===== config.mk =====
export PLATFORM = sky130hd
export DESIGN_NAME = mrcr_mod
export DESIGN_NICKNAME = d
export VERILOG_FILES = /design/src/rtl/core/mrcr_pkg.sv /design/src/rtl/core/mrcr_mod.sv
export SDC_FILE = /design/constraint.sdc
export NUM_CORES = 1
export LEC_CHECK = 0
export ABC_AREA = 1
export BUFFER_PORTS_ARGS = -buffer_cell sky130_fd_sc_hd__buf_4
export CORE_ASPECT_RATIO = 1.2
export CORE_MARGIN = 2
export CORE_UTILIZATION = 45
export CTS_BUF_LIST = sky130_fd_sc_hd__clkbuf_16
export CTS_CLUSTER_SIZE = 8
export DETAILED_ROUTE_END_ITERATION = 16
export PLACE_DENSITY = 0.67
export SYNTH_ARGS = -nofsm -noshare
export SYNTH_HDL_FRONTEND = slang
export SYNTH_SLANG_ARGS = --single-unit

===== constraint.sdc =====
create_clock -name clk -period 2.6 [get_ports clk]
set_input_delay 0 -clock clk [delete_from_list [all_inputs] [get_ports clk]]
set_output_delay 0 -clock clk [all_outputs]
set_load 0.01 [all_outputs]

===== src/rtl/core/mrcr_pkg.sv =====
package mrcr_pkg;

	localparam int MAX_DIM    = 32;
	localparam int WORD_WIDTH = 32;

	localparam int CELLS  = MAX_DIM * MAX_DIM;
	localparam int ADDR_W = $clog2(CELLS);
	localparam int DIM_W  = 6;
	localparam int POS_W  = 16;
	localparam int STEP_W = $clog2(POS_W + 1);

	localparam logic [1:0] MODE_WRITE  = 2'd0;
	localparam logic [1:0] MODE_READ   = 2'd1;
	localparam logic [1:0] MODE_ROTATE = 2'd2;

	localparam logic [1:0] DIR_UP    = 2'd0;
	localparam logic [1:0] DIR_DOWN  = 2'd1;
	localparam logic [1:0] DIR_RIGHT = 2'd2;
	localparam logic [1:0] DIR_LEFT  = 2'd3;

	localparam logic AXIS_ROW = 1'b0;
	localparam logic AXIS_COL = 1'b1;

	localparam logic CFG_ROWS = 1'b0;
	localparam logic CFG_COLS = 1'b1;

	localparam logic [2:0] STAT_OK       = 3'd0;
	localparam logic [2:0] STAT_BAD_LINE = 3'd1;
	localparam logic [2:0] STAT_ZERO_POS = 3'd2;
	localparam logic [2:0] STAT_BAD_DIR  = 3'd3;
	localparam logic [2:0] STAT_BAD_ADDR = 3'd4;

	typedef logic [WORD_WIDTH-1:0] word_t;

	typedef struct packed {
		logic [1:0]         mode;
		logic [4:0]         row_pos;
		logic [4:0]         col_pos;
		logic signed [31:0] write_value;
		logic               axis;
		logic [5:0]         line_index;
		logic [1:0]         direction;
		logic [15:0]        positions;
	} in_item_t;

	typedef struct packed {
		logic signed [31:0] read_value;
		logic [2:0]         status;
	} out_item_t;

	typedef struct packed {
		logic  shift;
		word_t tail;
	} cell_ctrl_t;

	function automatic logic [ADDR_W-1:0] elem_addr(input logic [DIM_W-1:0] row,
		input logic [DIM_W-1:0] col);
		return ADDR_W'(ADDR_W'(row) * ADDR_W'(MAX_DIM) + ADDR_W'(col));
	endfunction

	function automatic word_t to_word(input logic signed [31:0] v);
		return WORD_WIDTH'(v);
	endfunction

	function automatic logic signed [31:0] from_word(input word_t w);
		return 32'(signed'(w));
	endfunction

	function automatic logic [DIM_W-1:0] clamp_dim(input logic [DIM_W-1:0] v);
		if (v == '0)
			return DIM_W'(1);
		if ({1'b0, v} > (DIM_W + 1)'(MAX_DIM))
			return DIM_W'(MAX_DIM);
		return v;
	endfunction

endpackage


===== src/rtl/core/mrcr_mod.sv =====
module mrcr_mod (
	input  logic                          clk,
	input  logic                          arst_n,
	input  logic                          start,
	input  logic [mrcr_pkg::POS_W-1:0]    dividend,
	input  logic [mrcr_pkg::DIM_W-1:0]    divisor,
	output logic                          done,
	output logic [mrcr_pkg::DIM_W-1:0]    remainder
);
	import mrcr_pkg::*;

	logic [STEP_W-1:0] steps_q;
	logic [POS_W-1:0]  num_q;
	logic [DIM_W-1:0]  div_q;
	logic [DIM_W-1:0]  rem_q;
	logic [DIM_W:0]    trial;

	assign trial = {rem_q, num_q[POS_W-1]};

	always_ff @(posedge clk or negedge arst_n) begin
		if (!arst_n) begin
			steps_q <= '0;
		end else if (start) begin
			steps_q <= STEP_W'(POS_W);
		end else if (steps_q != '0) begin
			steps_q <= steps_q - STEP_W'(1);
		end
	end

	always_ff @(posedge clk) begin
		if (start) begin
			num_q <= dividend;
			div_q <= divisor;
			rem_q <= '0;
		end else if (steps_q != '0) begin
			num_q <= {num_q[POS_W-2:0], 1'b0};
			if (trial >= {1'b0, div_q})
				rem_q <= DIM_W'(trial - {1'b0, div_q});
			else
				rem_q <= DIM_W'(trial);
		end
	end

	assign done      = (steps_q == '0);
	assign remainder = rem_q;

endmodule


==> metrics.cfg, run 1 <==
[yosys]
yosys-top-cells-area=edfxtp_1 38%, nand2_1 17%, dfrtp_1 7.3%
synth.distinct_cells=28
synth.most_common_cell=nand2_1
syn_avg_cell_area_um2=8.66
synth_edf_count=22
synth_async_sr_flop_share_pct=15.2
yosysTopAreaCell=edfxtp_1
synth_common_cells=80 x nand2_1, 22 x edfxtp_1, 22 x inv_1, 9 x nand3_1, 9 x nor2_1
synth_ff_type=edfxtp_1
synth_warnings=0
seq_area_frac_synth_pct=52.6
netlist_area_um2=1720
synthesis.instances=199
post-synth-top-area-fraction_pct=38.3
synth_nets=233
ys_seq_elements=33

[clocking]
cts_root_buffer=clkbuf_16
clkSinkCount=33
cts_inserted_buffers=5
cts_buffer_depth=2
worstSkewPairLatency_ns=0.27
cts_tree=yes
cts.clk_slew.worst_paths_ns=0.05
h-tree-depth=2

[floorplanning]
fp-row-count=24
core_area_um2=3660
die_area_um2=4340
ios=32
start_util_pct=47.0
die-height_um=71.8
die_x_um=60.5

[power]
finalPower_uw=2050
p_leak_uw=0.00117
p_per_area_nw_per_um2=893
ir_drop_mv=0.567

[setup_path]
r2r_cells=8
r2r_start=steps_q[1]
end_kind=flop
r2r_slack_ns=0.85
crit_arrival_ns=1.77
required_ns=2.62
start_kind=flop
path_max_fanout=10
worstReg2RegEnd=num_q[11]
crit_type=reg -> reg

[cells_and_area]
n_fill_cell=343
layout.nets=284
layout.cells.non_filler=303
fin_util_pct=62.8
drive_gt1_share_pct=21.1
area_growth_pct=33.6
final-seq-area_um2=906
n_antenna_cell=0
multi_input_area_um2=689

[timing]
rsz0062_at_grt=false
slew_violations=0
finalClockSkew_ns=0.00370
max_freq_ghz=0.571
relSlewSlack_pct=72.4
setup_viol=0
worst_slew_pin_slew_ns=0.413
min_period_over_period_pct=67.4
finalSetupTns_ns=0
fin_ws_ns=0.848
fin_crit_ns=1.75
final_hold_viol_count=0

[grt]
grt_start_max_net_pins=25
grt_antenna_before_repair=0
grt_pass1_vias=1363
grt_pass1_wl_um=5730
overflow=0
track_usage_pct=18.0

[routing]
wirelength_um=3480
vias=1407
firstDrtPassIters=4
drtIter0Drc=58
postRouteAntennaNets=0
vias_per_cell=4.64
route.detailed.drc=0
wl_per_cell_um=11.5

[place]
hpwl_um=2430
portBuffers=31
place_inst=280
dp_slack_ns=0.849
globalplace.congestion=0.824

[worst_hold_path]
hold_path_end=num_q[5]
hp-class=in -> reg
min_from=dividend[5]
holdPathStages=3

[run_status]
status=finished clean

[run]
cap_violations=0

==> what timing repair did <==
| action | in CTS | in global routing |
|---|---|---|
| hold buffers | 15 | 0 |
| setup endpoints to repair | 0 | 0 |
| buffers inserted | 0 | 0 |
| endpoints found under the hold margin | 19 | 0 |
| gates resized for setup | 0 | 0 |
==> power by group <==
| group | switching, uW | internal [uW] |
|---|---|---|
| Combinational | 429 | 318 |
| Clock | 186 | 343 |
| Sequential | 68.7 | 710 |
| Total | 683 | 1370 |
==> final cells by class <==
| type | count | share of cell area (%) |
|---|---|---|
| Inverter | 30 | 4.95 |
| Clock buffer | 5 | 5.44 |
| Clock inverter | 3 | 0.489 |
| Tap cell | 52 | 2.83 |
| Sequential cell | 33 | 39.4 |
| Timing Repair Buffer | 47 | 17.0 |
| Multi-Input combinational cell | 133 | 30.0 |
==> critical path, stage by stage (launching register included) <==
cell,delay (ns)
dfrtp_1,0.36
inv_1,0.09
ha_1,0.17
nand2_1,0.07
nor2_1,0.11
nand2_1,0.09
inv_2,0.08
nand2_1,0.25
buf_4,0.29
==> per-stage QoR <==
step | hold WS (ns) | instance area, um^2
3_5_place_dp | -0.194 | 2010
5_1_grt | 0.0105 | 2300
4_1_cts | 0.00267 | 2300
6_report | 0.00525 | 2300
2_1_floorplan | -0.296 | 1720
3_3_place_gp | -0.191 | 2010
==> cells in the final DEF (no fill, tap or decap), types with 2 or more instances in the layout <==
cell            n
a21oi_1         3
buf_4          32
clkbuf_16       5
dfrtp_1         5
dfxtp_1         6
dlygate4sd3_1  15
edfxtp_1       22
ha_1            8
inv_1          24
inv_2           7
nand2_1        80
nand2_2         3
nand3_1         9
nand4_1         7
nor2_1          9
o21ai_1         2
==> how the worst max path moves through the flow <==
stage / start / to / slack, ns / depth (start not counted)
3_5_place_dp: steps_q[1] / num_q[13] / 0.85 / 8
6_report: steps_q[1] / num_q[11] / 0.85 / 8
2_1_floorplan: steps_q[0] / remainder[5] / 0.93 / 10
5_1_grt: steps_q[1] / remainder[1] / 0.67 / 10
4_1_cts: steps_q[1] / num_q[15] / 0.84 / 8
3_3_place_gp: steps_q[0] / num_q[14] / 0.91 / 8
==> state kept, by name, summed over array words and instances (netlist names) <==
name,flops
num_q,16
steps_q,5
div_q,6
remainder,6
==> metal layers <==
layer,track usage (%),vias to the layer above,wire (um)
li1,-,735,-
met1,21.2,638,1500
met2,30.4,29,1780
met3,5.23,5,136
met4,7.25,0,57
met5,0,-,0
==> cell families (layout without fill, tap and decap cells) <==
family                   Yosys count  count (layout)  synth area share (%)
flip-flops                        33              33                  52.6
AO/OA/AOI/OAI                      9               9                  3.56
XOR/XNOR                           2               2                  1.02
adder cells (fa/ha/maj)            9               9                  6.97
AND/OR/NAND/NOR                  113             113                  28.5
buffers and inverters             33              85                  7.41
Note: power is estimated with default switching activity, not from simulation.
==> run 2, diff against run 1 <==
--- a/config.mk
+++ b/config.mk
@@ -5,7 +5,7 @@
 export SDC_FILE = /design/constraint.sdc
 export NUM_CORES = 1
 export LEC_CHECK = 0
-export ABC_AREA = 1
+export ABC_AREA = 0
 export BUFFER_PORTS_ARGS = -buffer_cell sky130_fd_sc_hd__buf_4
 export CORE_ASPECT_RATIO = 1.2
 export CORE_MARGIN = 2
@@ -13,7 +13,7 @@
 export CTS_BUF_LIST = sky130_fd_sc_hd__clkbuf_16
 export CTS_CLUSTER_SIZE = 8
 export DETAILED_ROUTE_END_ITERATION = 16
-export PLACE_DENSITY = 0.67
+export PLACE_DENSITY = 0.7
 export SYNTH_ARGS = -nofsm -noshare
 export SYNTH_HDL_FRONTEND = slang
 export SYNTH_SLANG_ARGS = --single-unit
==> constraint.sdc (replaced) <==
create_clock -name clk -period 1.5 [get_ports clk]
set_input_delay 0 -clock clk [delete_from_list [all_inputs] [get_ports clk]]
set_output_delay 0 -clock clk [all_outputs]
set_load 0.01 [all_outputs]
==> metrics.cfg, run 2 <==
[timing]
worst_slew_pin_slew_ns=0.476
slew_violations=0
final_hold_viol_count=0
hold_slack_ns=0.00721
setup_viol=27
max_freq_ghz=0.529
fin_ws_ns=-0.390
rsz0062_at_grt=true
fin_crit_ns=1.89
relSlewSlack_pct=68.2
finalClockSkew_ns=0.00256
finalSetupTns_ns=-8.71
min_period_over_period_pct=126

[yosys]
post-synth-top-area-fraction_pct=40.5
yosysTopAreaCell=edfxtp_1
seq_area_frac_synth_pct=55.6
synth_edf_count=22
synth_warnings=0
synthesis.instances=126
synth_async_sr_flop_share_pct=15.2
synth.distinct_cells=43
syn_avg_cell_area_um2=12.9
synth.most_common_cell=edfxtp_1
ys_seq_elements=33
synth_common_cells=22 x edfxtp_1, 15 x mux2_2, 10 x inv_1, 8 x ha_1, 8 x nor2_1
netlist_area_um2=1630
synth_ff_type=edfxtp_1
synth_nets=160
yosys-top-cells-area=edfxtp_1 41%, mux2_2 10%, dfrtp_1 7.7%

[floorplanning]
die_x_um=58.9
die-height_um=69.9
start_util_pct=48.0
core_area_um2=3400
fp-row-count=23
die_area_um2=4120
ios=32

[power]
ir_drop_mv=0.973
p_per_area_nw_per_um2=1830
p_leak_uw=0.00115

[setup_path]
worstPathCellList=ha_2 -> fa_2 -> nand2b_4 -> a21oi_2 -> xor2_1 -> mux2i_1 -> a211oi_2
end_kind=flop
start_kind=flop
path_max_fanout=2
required_ns=1.69
crit_path_top_delay_cell=edfxtp_1
crit_family=adder cells
cp_slowest_stage_delay_ns=0.40
crit_type=reg -> reg
crit_arrival_ns=2.08
cp_num_buf_inv=0

[clocking]
cts_inserted_buffers=5
cts.clk_slew.worst_paths_ns=0.05
worstSkewPairLatency_ns=0.27
cts_root_buffer=clkbuf_16
h-tree-depth=2
cts_tree=yes
cts_buffer_depth=2
clkSinkCount=33

[cells_and_area]
largest_register=num_q
final_cell_mix=60 x buf_4, 22 x edfxtp_1, 15 x mux2_2
area_growth_pct=55.5
final_common_cell=buf_4
fin_util_pct=74.7
n_antenna_cell=0
drive_gt1_share_pct=55.6
largest_reg_flops=16
layout.nets=238

[run]
cap_violations=0

[grt]
grt_pass1_vias=1329
track_usage_pct=20.0
grt_pass1_wl_um=6070
grt_antenna_before_repair=0
grt_start_max_net_pins=23
overflow=0

[routing]
postRouteAntennaNets=0
vias_per_cell=5.24
drtIter0Drc=39
wirelength_um=3880
wl_met1_um=1470
dr.max_layer_used=met4
firstDrtPassIters=10
route.detailed.drc=2
wl_per_cell_um=16.0
vias=1268
met3_length_um=129
wl_met2_um=2190

[place]
portBuffers=31
globalplace.congestion=0.765
hpwl_um=2470

[run_status]
status=finished with violations
violations=design-rule violations, negative setup slack

[worst_hold_path]
hp-class=in -> reg

## run 2: cell count changes in the layout (fill, tap and decap cells not counted), moves of 3 or more
cell	previous run	this run
nand2_1	80	3
buf_4	32	60
inv_1	24	9
mux2_2	0	15
nand3_1	9	0
dlygate4sd3_1	15	7
buf_6	0	6
nand4_1	7	1
inv_2	7	3
a211oi_2	0	3
ha_1	8	5
mux2i_1	0	3
nand2_2	3	0
## run 2: area by class of cell
cell class	count	area [um^2]
clock buffers	5	125
fillers	221	861
inverters	11	53.8
flip-flops and latches	33	907
well taps	37	46.3
multi-input cells	78	773
clock inverters	3	11.3
repair buffers	75	618
## run 2: metrics by stage
| stage | cell area, um^2 | cells | setup slack, ns | total power [uW] |
|---|---|---|---|---|
| finish | 2530 | 242 | -0.390 | 4630 |
| global route | 2530 | 242 | -0.509 | 4880 |
| CTS | 2480 | 239 | -0.353 | 4450 |
| detailed placement | 2140 | 215 | -0.419 | 3180 |
| global placement | 2140 | 215 | -0.367 | 3110 |
| floorplan | 1690 | 126 | -0.325 | 2420 |
## run 2: where the power goes
| part | switching (uW) | internal (uW) |
|---|---|---|
| Sequential | 148 | 1260 |
| Combinational | 1000 | 1270 |
| Clock | 346 | 596 |
| Total | 1500 | 3130 |
## run 2: cell families after synthesis
family,share of synthesized area [%]
simple gates,8.98
flops,55.6
mux,12.2
xor+xnor,2.69
compound gates,8.67
buf+inv,4.53
fa+ha+maj,7.37
## run 2: final timing paths
check	startpoint	end	slack, ns	cells after the start
min in group asynchronous	arst_n	steps_q[2]	0.07	2
hold reg to reg	steps_q[4]	steps_q[4]	0.49	2
setup reg to reg	div_q[0]	remainder[4]	-0.39	7
hold / removal	dividend[0]	num_q[0]	0.007	2
setup / recovery	div_q[0]	remainder[4]	-0.39	7
max in group asynchronous	arst_n	steps_q[4]	1.32	2
## run 2: metal layers
layer,track usage [%],vias up
li1,-,615
met1,22.1,608
met2,34.9,35
met3,5.19,10
met4,8.84,0
met5,0,-
## run 2: timing repair
item	CTS	global route
gates resized for setup	16	7
hold buffers	7	0
pin swaps	6	3
gates cloned	1	0
buffers inserted	8	3
hold endpoints to repair	11	0
endpoints found under the setup margin	27	27
