--- config.mk ---
export PLATFORM = sky130hd
export DESIGN_NAME = mrcr_cell
export DESIGN_NICKNAME = d
export VERILOG_FILES = /design/src/rtl/core/mrcr_pkg.sv /design/src/rtl/core/mrcr_cell.sv
export SDC_FILE = /design/constraint.sdc
export NUM_CORES = 1
export LEC_CHECK = 0
export BUFFER_PORTS_ARGS = -buffer_cell sky130_fd_sc_hd__buf_2
export CORE_ASPECT_RATIO = 1.1
export CORE_MARGIN = 4
export CORE_UTILIZATION = 41
export DETAILED_ROUTE_END_ITERATION = 16
export HOLD_SLACK_MARGIN = 0.08
export MAX_ROUTING_LAYER = met4
export PLACE_DENSITY_LB_ADDON = 0.25
export SLEW_MARGIN = 20
export SYNTH_ARGS = -nofsm -noshare
export SYNTH_HDL_FRONTEND = slang
export SYNTH_SLANG_ARGS = --single-unit
--- constraint.sdc ---
create_clock -name clk -period 1.3 [get_ports clk]
set_clock_uncertainty 0.2 [all_clocks]
set_input_delay 0.195 -clock clk [delete_from_list [all_inputs] [get_ports clk]]
set_output_delay 0.195 -clock clk [all_outputs]
set_load 0.03 [all_outputs]
--- src/rtl/core/mrcr_pkg.sv ---
package mrcr_pkg;

	localparam int MAX_DIM    = 32;
	localparam int WORD_WIDTH = 32;

	localparam int CELLS  = MAX_DIM * MAX_DIM;
	localparam int ADDR_W = $clog2(CELLS);
	localparam int DIM_W  = 6;
	localparam int POS_W  = 16;
	localparam int STEP_W = $clog2(POS_W + 1);

	localparam logic [1:0] MODE_WRITE  = 2'd0;
	localparam logic [1:0] MODE_READ   = 2'd1;
	localparam logic [1:0] MODE_ROTATE = 2'd2;

	localparam logic [1:0] DIR_UP    = 2'd0;
	localparam logic [1:0] DIR_DOWN  = 2'd1;
	localparam logic [1:0] DIR_RIGHT = 2'd2;
	localparam logic [1:0] DIR_LEFT  = 2'd3;

	localparam logic AXIS_ROW = 1'b0;
	localparam logic AXIS_COL = 1'b1;

	localparam logic CFG_ROWS = 1'b0;
	localparam logic CFG_COLS = 1'b1;

	localparam logic [2:0] STAT_OK       = 3'd0;
	localparam logic [2:0] STAT_BAD_LINE = 3'd1;
	localparam logic [2:0] STAT_ZERO_POS = 3'd2;
	localparam logic [2:0] STAT_BAD_DIR  = 3'd3;
	localparam logic [2:0] STAT_BAD_ADDR = 3'd4;

	typedef logic [WORD_WIDTH-1:0] word_t;

	typedef struct packed {
		logic [1:0]         mode;
		logic [4:0]         row_pos;
		logic [4:0]         col_pos;
		logic signed [31:0] write_value;
		logic               axis;
		logic [5:0]         line_index;
		logic [1:0]         direction;
		logic [15:0]        positions;
	} in_item_t;

	typedef struct packed {
		logic signed [31:0] read_value;
		logic [2:0]         status;
	} out_item_t;

	typedef struct packed {
		logic  shift;
		word_t tail;
	} cell_ctrl_t;

	function automatic logic [ADDR_W-1:0] elem_addr(input logic [DIM_W-1:0] row,
		input logic [DIM_W-1:0] col);
		return ADDR_W'(ADDR_W'(row) * ADDR_W'(MAX_DIM) + ADDR_W'(col));
	endfunction

	function automatic word_t to_word(input logic signed [31:0] v);
		return WORD_WIDTH'(v);
	endfunction

	function automatic logic signed [31:0] from_word(input word_t w);
		return 32'(signed'(w));
	endfunction

	function automatic logic [DIM_W-1:0] clamp_dim(input logic [DIM_W-1:0] v);
		if (v == '0)
			return DIM_W'(1);
		if ({1'b0, v} > (DIM_W + 1)'(MAX_DIM))
			return DIM_W'(MAX_DIM);
		return v;
	endfunction

endpackage

--- src/rtl/core/mrcr_cell.sv ---
module mrcr_cell (
	input  logic                 clk,
	input  mrcr_pkg::cell_ctrl_t ctrl,
	input  logic                 is_last,
	input  mrcr_pkg::word_t      right_in,
	output mrcr_pkg::word_t      value
);
	import mrcr_pkg::*;

	word_t value_q;

	always_ff @(posedge clk) begin
		if (ctrl.shift)
			value_q <= is_last ? ctrl.tail : right_in;
	end

	assign value = value_q;

endmodule

==> results of run 1 <==
==> report_power, final <==
part / switching (mW) / leakage [nW] / internal [mW]
sequential: 0.0432 / 0.313 / 1.25
combinational: 0.360 / 1.02 / 0.494
clock: 0.313 / 0.0261 / 0.188
total: 0.716 / 1.36 / 1.93
==> layer usage <==
| layer | global-route usage [%] | vias up |
|---|---|---|
| li1 | - | 606 |
| met1 | 21.2 | 601 |
| met2 | 36.3 | 65 |
| met3 | 6.11 | 7 |
| met4 | 6.68 | 0 |
| met5 | - | - |
==> timing repair <==
action / in CTS / in global routing
gates resized for setup: 15 / 66
endpoints found under the setup margin: 10 / 31
buffers inserted: 0 / 0
hold endpoints to repair: 32 / 2
hold buffers: 64 / 1
==> stage by stage <==
step	setup slack, ns	hold slack, ns
after floorplan	0.103	0.107
after detailed placement	-0.0397	0.298
after global placement	-0.0271	0.294
after CTS	0.000289	0.0839
final	0.0118	0.121
after global routing	-0.0410	0.108
==> logic make-up after synthesis <==
logic type,after synthesis,synth area share (%)
muxes,32,31.4
buffers and inverters,4,4.74
DFF,32,63.8
==> cells in the final DEF (no fill, tap or decap) <==
master | netlist | layout
buf_2 | 0 | 67
buf_6 | 1 | 29
buf_12 | 3 | 4
dlygate4sd3_1 | 0 | 65
mux2_4 | 30 | 30
buf_4 | 0 | 3
mux2_2 | 2 | 2
edfxtp_1 | 32 | 32
clkinv_1 | 0 | 2
clkbuf_4 | 0 | 5
==> final timing paths <==
| path | endpoint | cells after the start | slack, ns |
|---|---|---|---|
| hold / removal | value[29] | 2 | 0.12 |
| setup / recovery | value[3] | 1 | 0.01 |
==> layout make-up <==
class,instances,area (um2),area share (%)
flip-flops and latches,32,961,32.5
repair buffers,168,1420,47.9
clock buffers,5,37.5,1.27
well taps,48,60.1,2.03
clock inverters,2,7.51,0.254
multi-input cells,32,473,16.0
==> results.toml, run 1 <==
[critical_path]
startpoint = "value[3]"
arrival_ns = 0.89
slowest_delay_ns = 0.41
cp_top_family = "flip-flops"
crit_chain = "buf_6"
critPathRequiredTime_ns = 0.90
critical_path_class = "reg2out"
cp_num_buf_inv = 1
start_kind = "flip-flop"
crit_fanout = 1
slowest_stage = "edfxtp_1"
cp-end-kind = "output port"

[grt]
grt_overflow = 0
first_global_vias = 1452
grt_pass1_wl_mm = 6.84
grt_max_degree = 18
grt_usage_pct = 20.4
antenna_found_initial = 0

[final_layout]
nets = 306
final_cells = 287
drive_gt1_share_pct = 58.6
utilization_pct = 85.9
antenna-diode-count = 0
area_delta_synth_final_pct = 96.3
fillCellCount = 158
stdcell_area_um2 = 2950
largest_reg_flops = 32

[power]
leakage_nw = 1.36
power.total_mw = 2.65
p_per_area_nw_per_um2 = 896
ir_worst_vdd_v = 0.000677

[die]
dieArea_um2 = 4710
core_um2 = 3440
dieHeight_um = 71.5
rows = 22
die_w_um = 65.8
io_pins = 99
start_util_pct = 43.7

[timing]
max_freq_ghz = 0.776
grt_setup_unrepaired = "yes"
setup_viol = 0
tns_ns = 0
hold_violations = 0
max-slew-margin-rel_pct = 89.2
maxSlewViolCount = 0
min_period_ns = 1.29
period_share_pct = 99.1
tightest_slew_ns = 0.162

[placed_design]
gp_congestion = 0.728
place_area_um2 = 2070
portBuffers = 98
place_inst = 215

[route]
drtIter0Drc = 50
wl_met1_mm = 1.73
first_pass_iters = 4
wire_per_inst_um = 16.4
wl_met2_mm = 2.64
postRouteAntennaNets = 0
top_layer = "met4"
vias_per_cell = 4.46
wl_mm = 4.72
drc = 0
dr_wl_met3_um = 283
vias = 1279

[logic_synthesis]
synth_area_um2 = 1510
synthArstFlopShare_pct = 0
ys.warnings.count = 0
synth.distinct_cells = 5
synth.area.top_cells = "edfxtp_1 64%, mux2_4 30%, buf_12 4.0%, mux2_2 1.5%, buf_6 0.75%"
yosysMostFrequentCell = "edfxtp_1"
seq_area_frac_synth_pct = 63.8
yosys.area.top_type = "edfxtp_1"
synth_common_cells = "32 x edfxtp_1, 30 x mux2_4, 3 x buf_12"
ys_ff_latch = 32
synth_flop_cell = "edfxtp_1"
avgSynthCellArea_um2 = 22.1
netlist.area_leader.share_pct = 63.8
synth_edf_count = 32
synthCells = 68
synth_nets = 135

[clock_network]
cts_sinks = 32
htree_levels = 2
root_buffer = "clkbuf_4"
cts_made_buffers = 5
cts.reportedPaths.clkPinSlew_ns = 0.10
tritoncts = "built"
cts_buffer_depth = 2

[min_path]
worstHoldStart = "is_last"
holdCritPathClass = "in2reg"

[job]
maxCapViolCount = 0

[outcome]
outcome = "finished clean"
No activity file was read; power rests on OpenSTA's default activity.
==> run 2: changes to the inputs <==
--- a/config.mk
+++ b/config.mk
@@ -5,6 +5,7 @@
 export SDC_FILE = /design/constraint.sdc
 export NUM_CORES = 1
 export LEC_CHECK = 0
+export ABC_AREA = 1
 export BUFFER_PORTS_ARGS = -buffer_cell sky130_fd_sc_hd__buf_2
 export CORE_ASPECT_RATIO = 1.1
 export CORE_MARGIN = 4
==> run 2 against run 1 <==
Effect of this change: sequential power about the same; design area decreased by 3.7%; die area decreased by 3.1%; cell count increased by 23%; largest power group unchanged.
==> results.toml, run 2 <==
[critical_path]
critPathRequiredTime_ns = 0.90
critical_path_class = "reg2out"
slowest_delay_ns = 0.41
start_kind = "flip-flop"
arrival_ns = 0.89
cp-end-kind = "output port"
cp_num_buf_inv = 1
crit_chain = "buf_6"
crit_fanout = 1
slowest_stage = "edfxtp_1"
cp_top_family = "flip-flops"

[timing]
tns_ns = 0
setup_viol = 0
maxSlewViolCount = 0
max_freq_ghz = 0.779
period_share_pct = 98.7
hold_violations = 0
worst_slack_ns = 0.0168
grt_setup_unrepaired = "yes"
min_period_ns = 1.28
max-slew-margin-rel_pct = 86.6
tightest_slew_ns = 0.201

[logic_synthesis]
synth.area.top_cells = "edfxtp_1 66%, nand2_1 22%, nand2_2 4.3%, clkbuf_8 2.8%, buf_6 2.3%"
yosys.area.top_type = "edfxtp_1"
synth_area_um2 = 1450
avgSynthCellArea_um2 = 10.7
seq_area_frac_synth_pct = 66.1
synth.distinct_cells = 7
yosysMostFrequentCell = "nand2_1"
synth_flop_cell = "edfxtp_1"
synth_nets = 203
synthCells = 136
synth_edf_count = 32
ys.warnings.count = 0
synthArstFlopShare_pct = 0
netlist.area_leader.share_pct = 66.1
ys_ff_latch = 32
synth_common_cells = "86 x nand2_1, 32 x edfxtp_1, 10 x nand2_2"

[clock_network]
cts_buffer_depth = 2
tritoncts = "built"
cts_made_buffers = 5
htree_levels = 2
cts_sinks = 32
cts.reportedPaths.clkPinSlew_ns = 0.10
postCtsSetupBuffers = 0
root_buffer = "clkbuf_4"

[route]
drc = 0
drtIter0Drc = 90
vias = 1588
vias_per_cell = 4.51
first_pass_iters = 4
wl_mm = 4.76
wire_per_inst_um = 13.5
postRouteAntennaNets = 0

[final_layout]
final_cell_mix = "86 x nand2_1, 67 x buf_2, 65 x dlygate4sd3_1"
seq_area_um2 = 961
antenna-diode-count = 0
fillCellCount = 195
nets = 370
area_delta_synth_final_pct = 95.9
stdcell_area_um2 = 2850
multiInputGateArea_um2 = 385
largest_reg_flops = 32
final_common_cell = "nand2_1"
drive_gt1_share_pct = 38.8

[die]
rows = 22
dieHeight_um = 70.4
start_util_pct = 42.9
core_um2 = 3390
die_w_um = 64.8
io_pins = 99
dieArea_um2 = 4560

[grt]
antenna_found_initial = 0
grt_overflow = 0
grt_pass1_wl_mm = 7.54
grt_usage_pct = 22.5
first_global_vias = 1640
grt_max_degree = 33

[placed_design]
gp_congestion = 0.733
post-place-ws_ns = 0.171
place_area_um2 = 1960
hpwl_mm = 2.49
portBuffers = 98

[min_path]
holdCritPathClass = "in2reg"

[power]
leakage_nw = 1.38
ir_worst_vdd_v = 0.000585
p_per_area_nw_per_um2 = 919

[outcome]
outcome = "finished clean"

[job]
maxCapViolCount = 0
==> run 2: changes by cell type after synthesis, sizes merged <==
cell / delta
inv: +1
mux2: -32
clkbuf: +3
nand2: +96
==> run 2: power by group <==
group	leakage, nW	internal [mW]	switching (mW)
Sequential	0.312	1.25	0.0398
Combinational	1.04	0.408	0.388
Clock	0.0269	0.208	0.321
==> run 2: routing by layer <==
metal | part of all wire (%) | vias to the layer above | global-route usage [%]
met2 | 54 | 87 | 40.2
met1 | 35 | 714 | 22.7
met4 | 2.9 | 0 | 8.22
li1 | - | 771 | -
met3 | 8.6 | 16 | 7.07
met5 | 0 | - | -
==> run 2: path summary, 6_finish.rpt <==
check,from,endpoint,slack [ns],cells past startpoint
max,value[26],value[26],0.02,1
min,is_last,value[7],0.20,4
==> run 2: final cells by class <==
cell class	count	share of cell area (%)
timing repair buffer	167	48.5
sequential	32	33.8
multi-input combinational	96	13.5
tap	48	2.11
clock buffer	7	1.58
inverter	1	0.396
clock inverter	1	0.132
==> run 2: stage by stage <==
step	hold WS [ns]	instances	utilization, %	total power, mW
3_3_place_gp	0.260	279	58.0	1.82
5_1_grt	0.214	352	84.0	2.73
4_1_cts	0.185	352	79.0	2.50
6_report	0.201	352	84.0	2.61
2_1_floorplan	0.107	136	-	1.61
3_5_place_dp	0.261	279	58.0	1.82
==> run 2: what timing repair did <==
action,4_1_cts,5_1_grt
endpoints found under the hold margin,37,0
hold buffers,65,0
resized for setup,4,84
setup endpoints to repair,2,30
==> run 2: kinds of logic after synthesis <==
family | count (synthesis) | share of synthesized area (%)
AND/OR/NAND/NOR | 96 | 26.5
flip-flops | 32 | 66.1
buffers and inverters | 8 | 7.32
==> run 3: changes to the inputs <==
--- a/config.mk
+++ b/config.mk
@@ -7,13 +7,16 @@
 export LEC_CHECK = 0
 export ABC_AREA = 1
 export BUFFER_PORTS_ARGS = -buffer_cell sky130_fd_sc_hd__buf_2
+export CELL_PAD_IN_SITES_DETAIL_PLACEMENT = 1
+export CELL_PAD_IN_SITES_GLOBAL_PLACEMENT = 1
 export CORE_ASPECT_RATIO = 1.1
 export CORE_MARGIN = 4
-export CORE_UTILIZATION = 41
+export CORE_UTILIZATION = 29
 export DETAILED_ROUTE_END_ITERATION = 16
 export HOLD_SLACK_MARGIN = 0.08
 export MAX_ROUTING_LAYER = met4
 export PLACE_DENSITY_LB_ADDON = 0.25
+export RECOVER_POWER = 25
 export SLEW_MARGIN = 20
 export SYNTH_ARGS = -nofsm -noshare
 export SYNTH_HDL_FRONTEND = slang
==> run 3 against run 2 <==
Effect of this change: combinational power fell by 12%; global-route usage fell by 3.7 points; die area rose by 36%; count of clock-buffer cells in the layout did not move; core utilization fell by 28 points; sequential cell count did not move; maximum frequency rose by 2.1%; first-iteration DRC count fell by 66%; sequential share of layout area rose by 2.2 points; setup slack improved by 0.026 ns; critical path type unchanged; largest cell class unchanged.
==> results.toml, run 3 (synthesis gave the netlist of run 2 again) <==
[power]
p_comb_share_pct = 25.9
power.switching_mw = 0.775
swShare_pct = 28.7
seqPwrFrac_pct = 47.1
p_per_area_nw_per_um2 = 1010
pwr-share-clk_pct = 27.1
intPower_mw = 1.92
ir_worst_vdd_v = 0.000504
leakage_nw = 1.31

[outcome]
outcome = "finished clean"

[clock_network]
cts_buffer_depth = 2
htree_levels = 2
cts_sinks = 32
tritoncts = "built"
root_buffer = "clkbuf_8"
cts.reportedPaths.clkPinSlew_ns = 0.07
cts_made_buffers = 5
cts_resized = 0

[final_layout]
antenna-diode-count = 0
nets = 369
area_delta_synth_final_pct = 84.1
utilization_pct = 56.3
drive_gt1_share_pct = 38.3
final_common_cell = "buf_2"
final_cell_mix = "97 x buf_2, 86 x nand2_1, 64 x dlygate4sd3_1"
largest_reg_flops = 32
final_cells = 359

[grt]
antenna_found_initial = 0
grt_pass1_wl_mm = 8.24
grt_overflow = 0
first_global_vias = 1687
grt_usage_pct = 18.8
grt_max_degree = 33

[critical_path]
critical_path_class = "reg2out"
cp_num_buf_inv = 1
crit_fanout = 1
startpoint = "value[1]"
endpoint = "value[1]"
critPathRequiredTime_ns = 0.90
cp-end-kind = "output port"
cp_top_family = "flip-flops"
critical_path_depth = 1
start_kind = "flip-flop"
slowest_delay_ns = 0.39
crit_chain = "buf_2"
arrival_ns = 0.86
slowest_stage = "edfxtp_1"

[timing]
worst_slack_ns = 0.0426
tightest_slew_ns = 0.617
tns_ns = 0
period_share_pct = 96.7
hold_violations = 0
grt_setup_unrepaired = "no"
max_freq_ghz = 0.795
min_period_ns = 1.26
maxSlewViolCount = 0
setup_viol = 0
max-slew-margin-rel_pct = 58.9

[job]
maxCapViolCount = 0

[placed_design]
gp_congestion = 0.691
portBuffers = 98
hpwl_mm = 3.14
post-place-ws_ns = 0.183
place_inst = 287

[min_path]
holdCritPathClass = "in2reg"

[die]
rows = 26
core_um2 = 4750
start_util_pct = 30.6
io_pins = 99
dieHeight_um = 82.2
dieArea_um2 = 6210
die_w_um = 75.5

[route]
vias = 1585
vias_per_cell = 4.42
wire_per_inst_um = 15.4
drtIter0Drc = 31
first_pass_iters = 4
drc = 0
postRouteAntennaNets = 0
wl_mm = 5.53
## run 3: changes by cell type in the layout (fill, tap and decap cells not counted), moves of 2 or more
cell and change:
buf_6 -28, buf_2 +30, clkbuf_4 -5, clkbuf_1 +2, clkbuf_8 +5, buf_4 -4
## run 3: worst min path at each step
stage                     cells after the start  slack (ns)        end          from
after floorplan                               0        0.11   value[0]      ctrl[32]
after global placement                        3        0.26  value[18]  right_in[18]
after global routing                          4        0.31   value[4]       is_last
after CTS                                     2        0.16   value[7]      ctrl[32]
final                                         4        0.28   value[5]       is_last
after detailed placement                      3        0.27  value[27]  right_in[27]
## run 3: through the flow
stage / area (um2) / power, mW / hold WS [ns]
2_1_floorplan: 1450 / 1.61 / 0.107
3_3_place_gp: 1970 / 1.83 / 0.257
3_5_place_dp: 1970 / 1.84 / 0.266
4_1_cts: 2690 / 2.74 / 0.158
5_1_grt: 2670 / 2.82 / 0.309
6_report: 2670 / 2.70 / 0.281
## run 3: metal layers
layer | wire (um) | vias up | global-route usage (%)
met2 | 3350 | 57 | 38.0
li1 | - | 764 | -
met4 | 72 | 0 | 5.77
met5 | 0 | - | -
met3 | 263 | 6 | 3.63
met1 | 1840 | 758 | 17.1
## run 3: area by class of cell
class	count	area [um2]
clock buffer	7	76.3
inverter	1	11.3
timing repair buffer	166	1170
clock inverter	1	3.75
multi-input combinational	96	385
sequential	32	961
tap	56	70.1
fill	547	2080
## run 3: what timing repair did
| action | 4_1_cts | 5_1_grt |
|---|---|---|
| hold buffers | 64 | 0 |
| endpoints found under the setup margin | 0 | 0 |
| hold endpoints to repair | 32 | 0 |
| buffers inserted | 0 | 0 |
## run 3: power groups by stage
stage / Combinational [mW] / Sequential (mW) / Clock, mW
detailed placement: 0.551 / 1.29 / 0
finish: 0.699 / 1.27 / 0.730
global placement: 0.543 / 1.29 / 0
global route: 0.750 / 1.28 / 0.793
CTS: 0.702 / 1.27 / 0.764
floorplan: 0.124 / 1.49 / 0
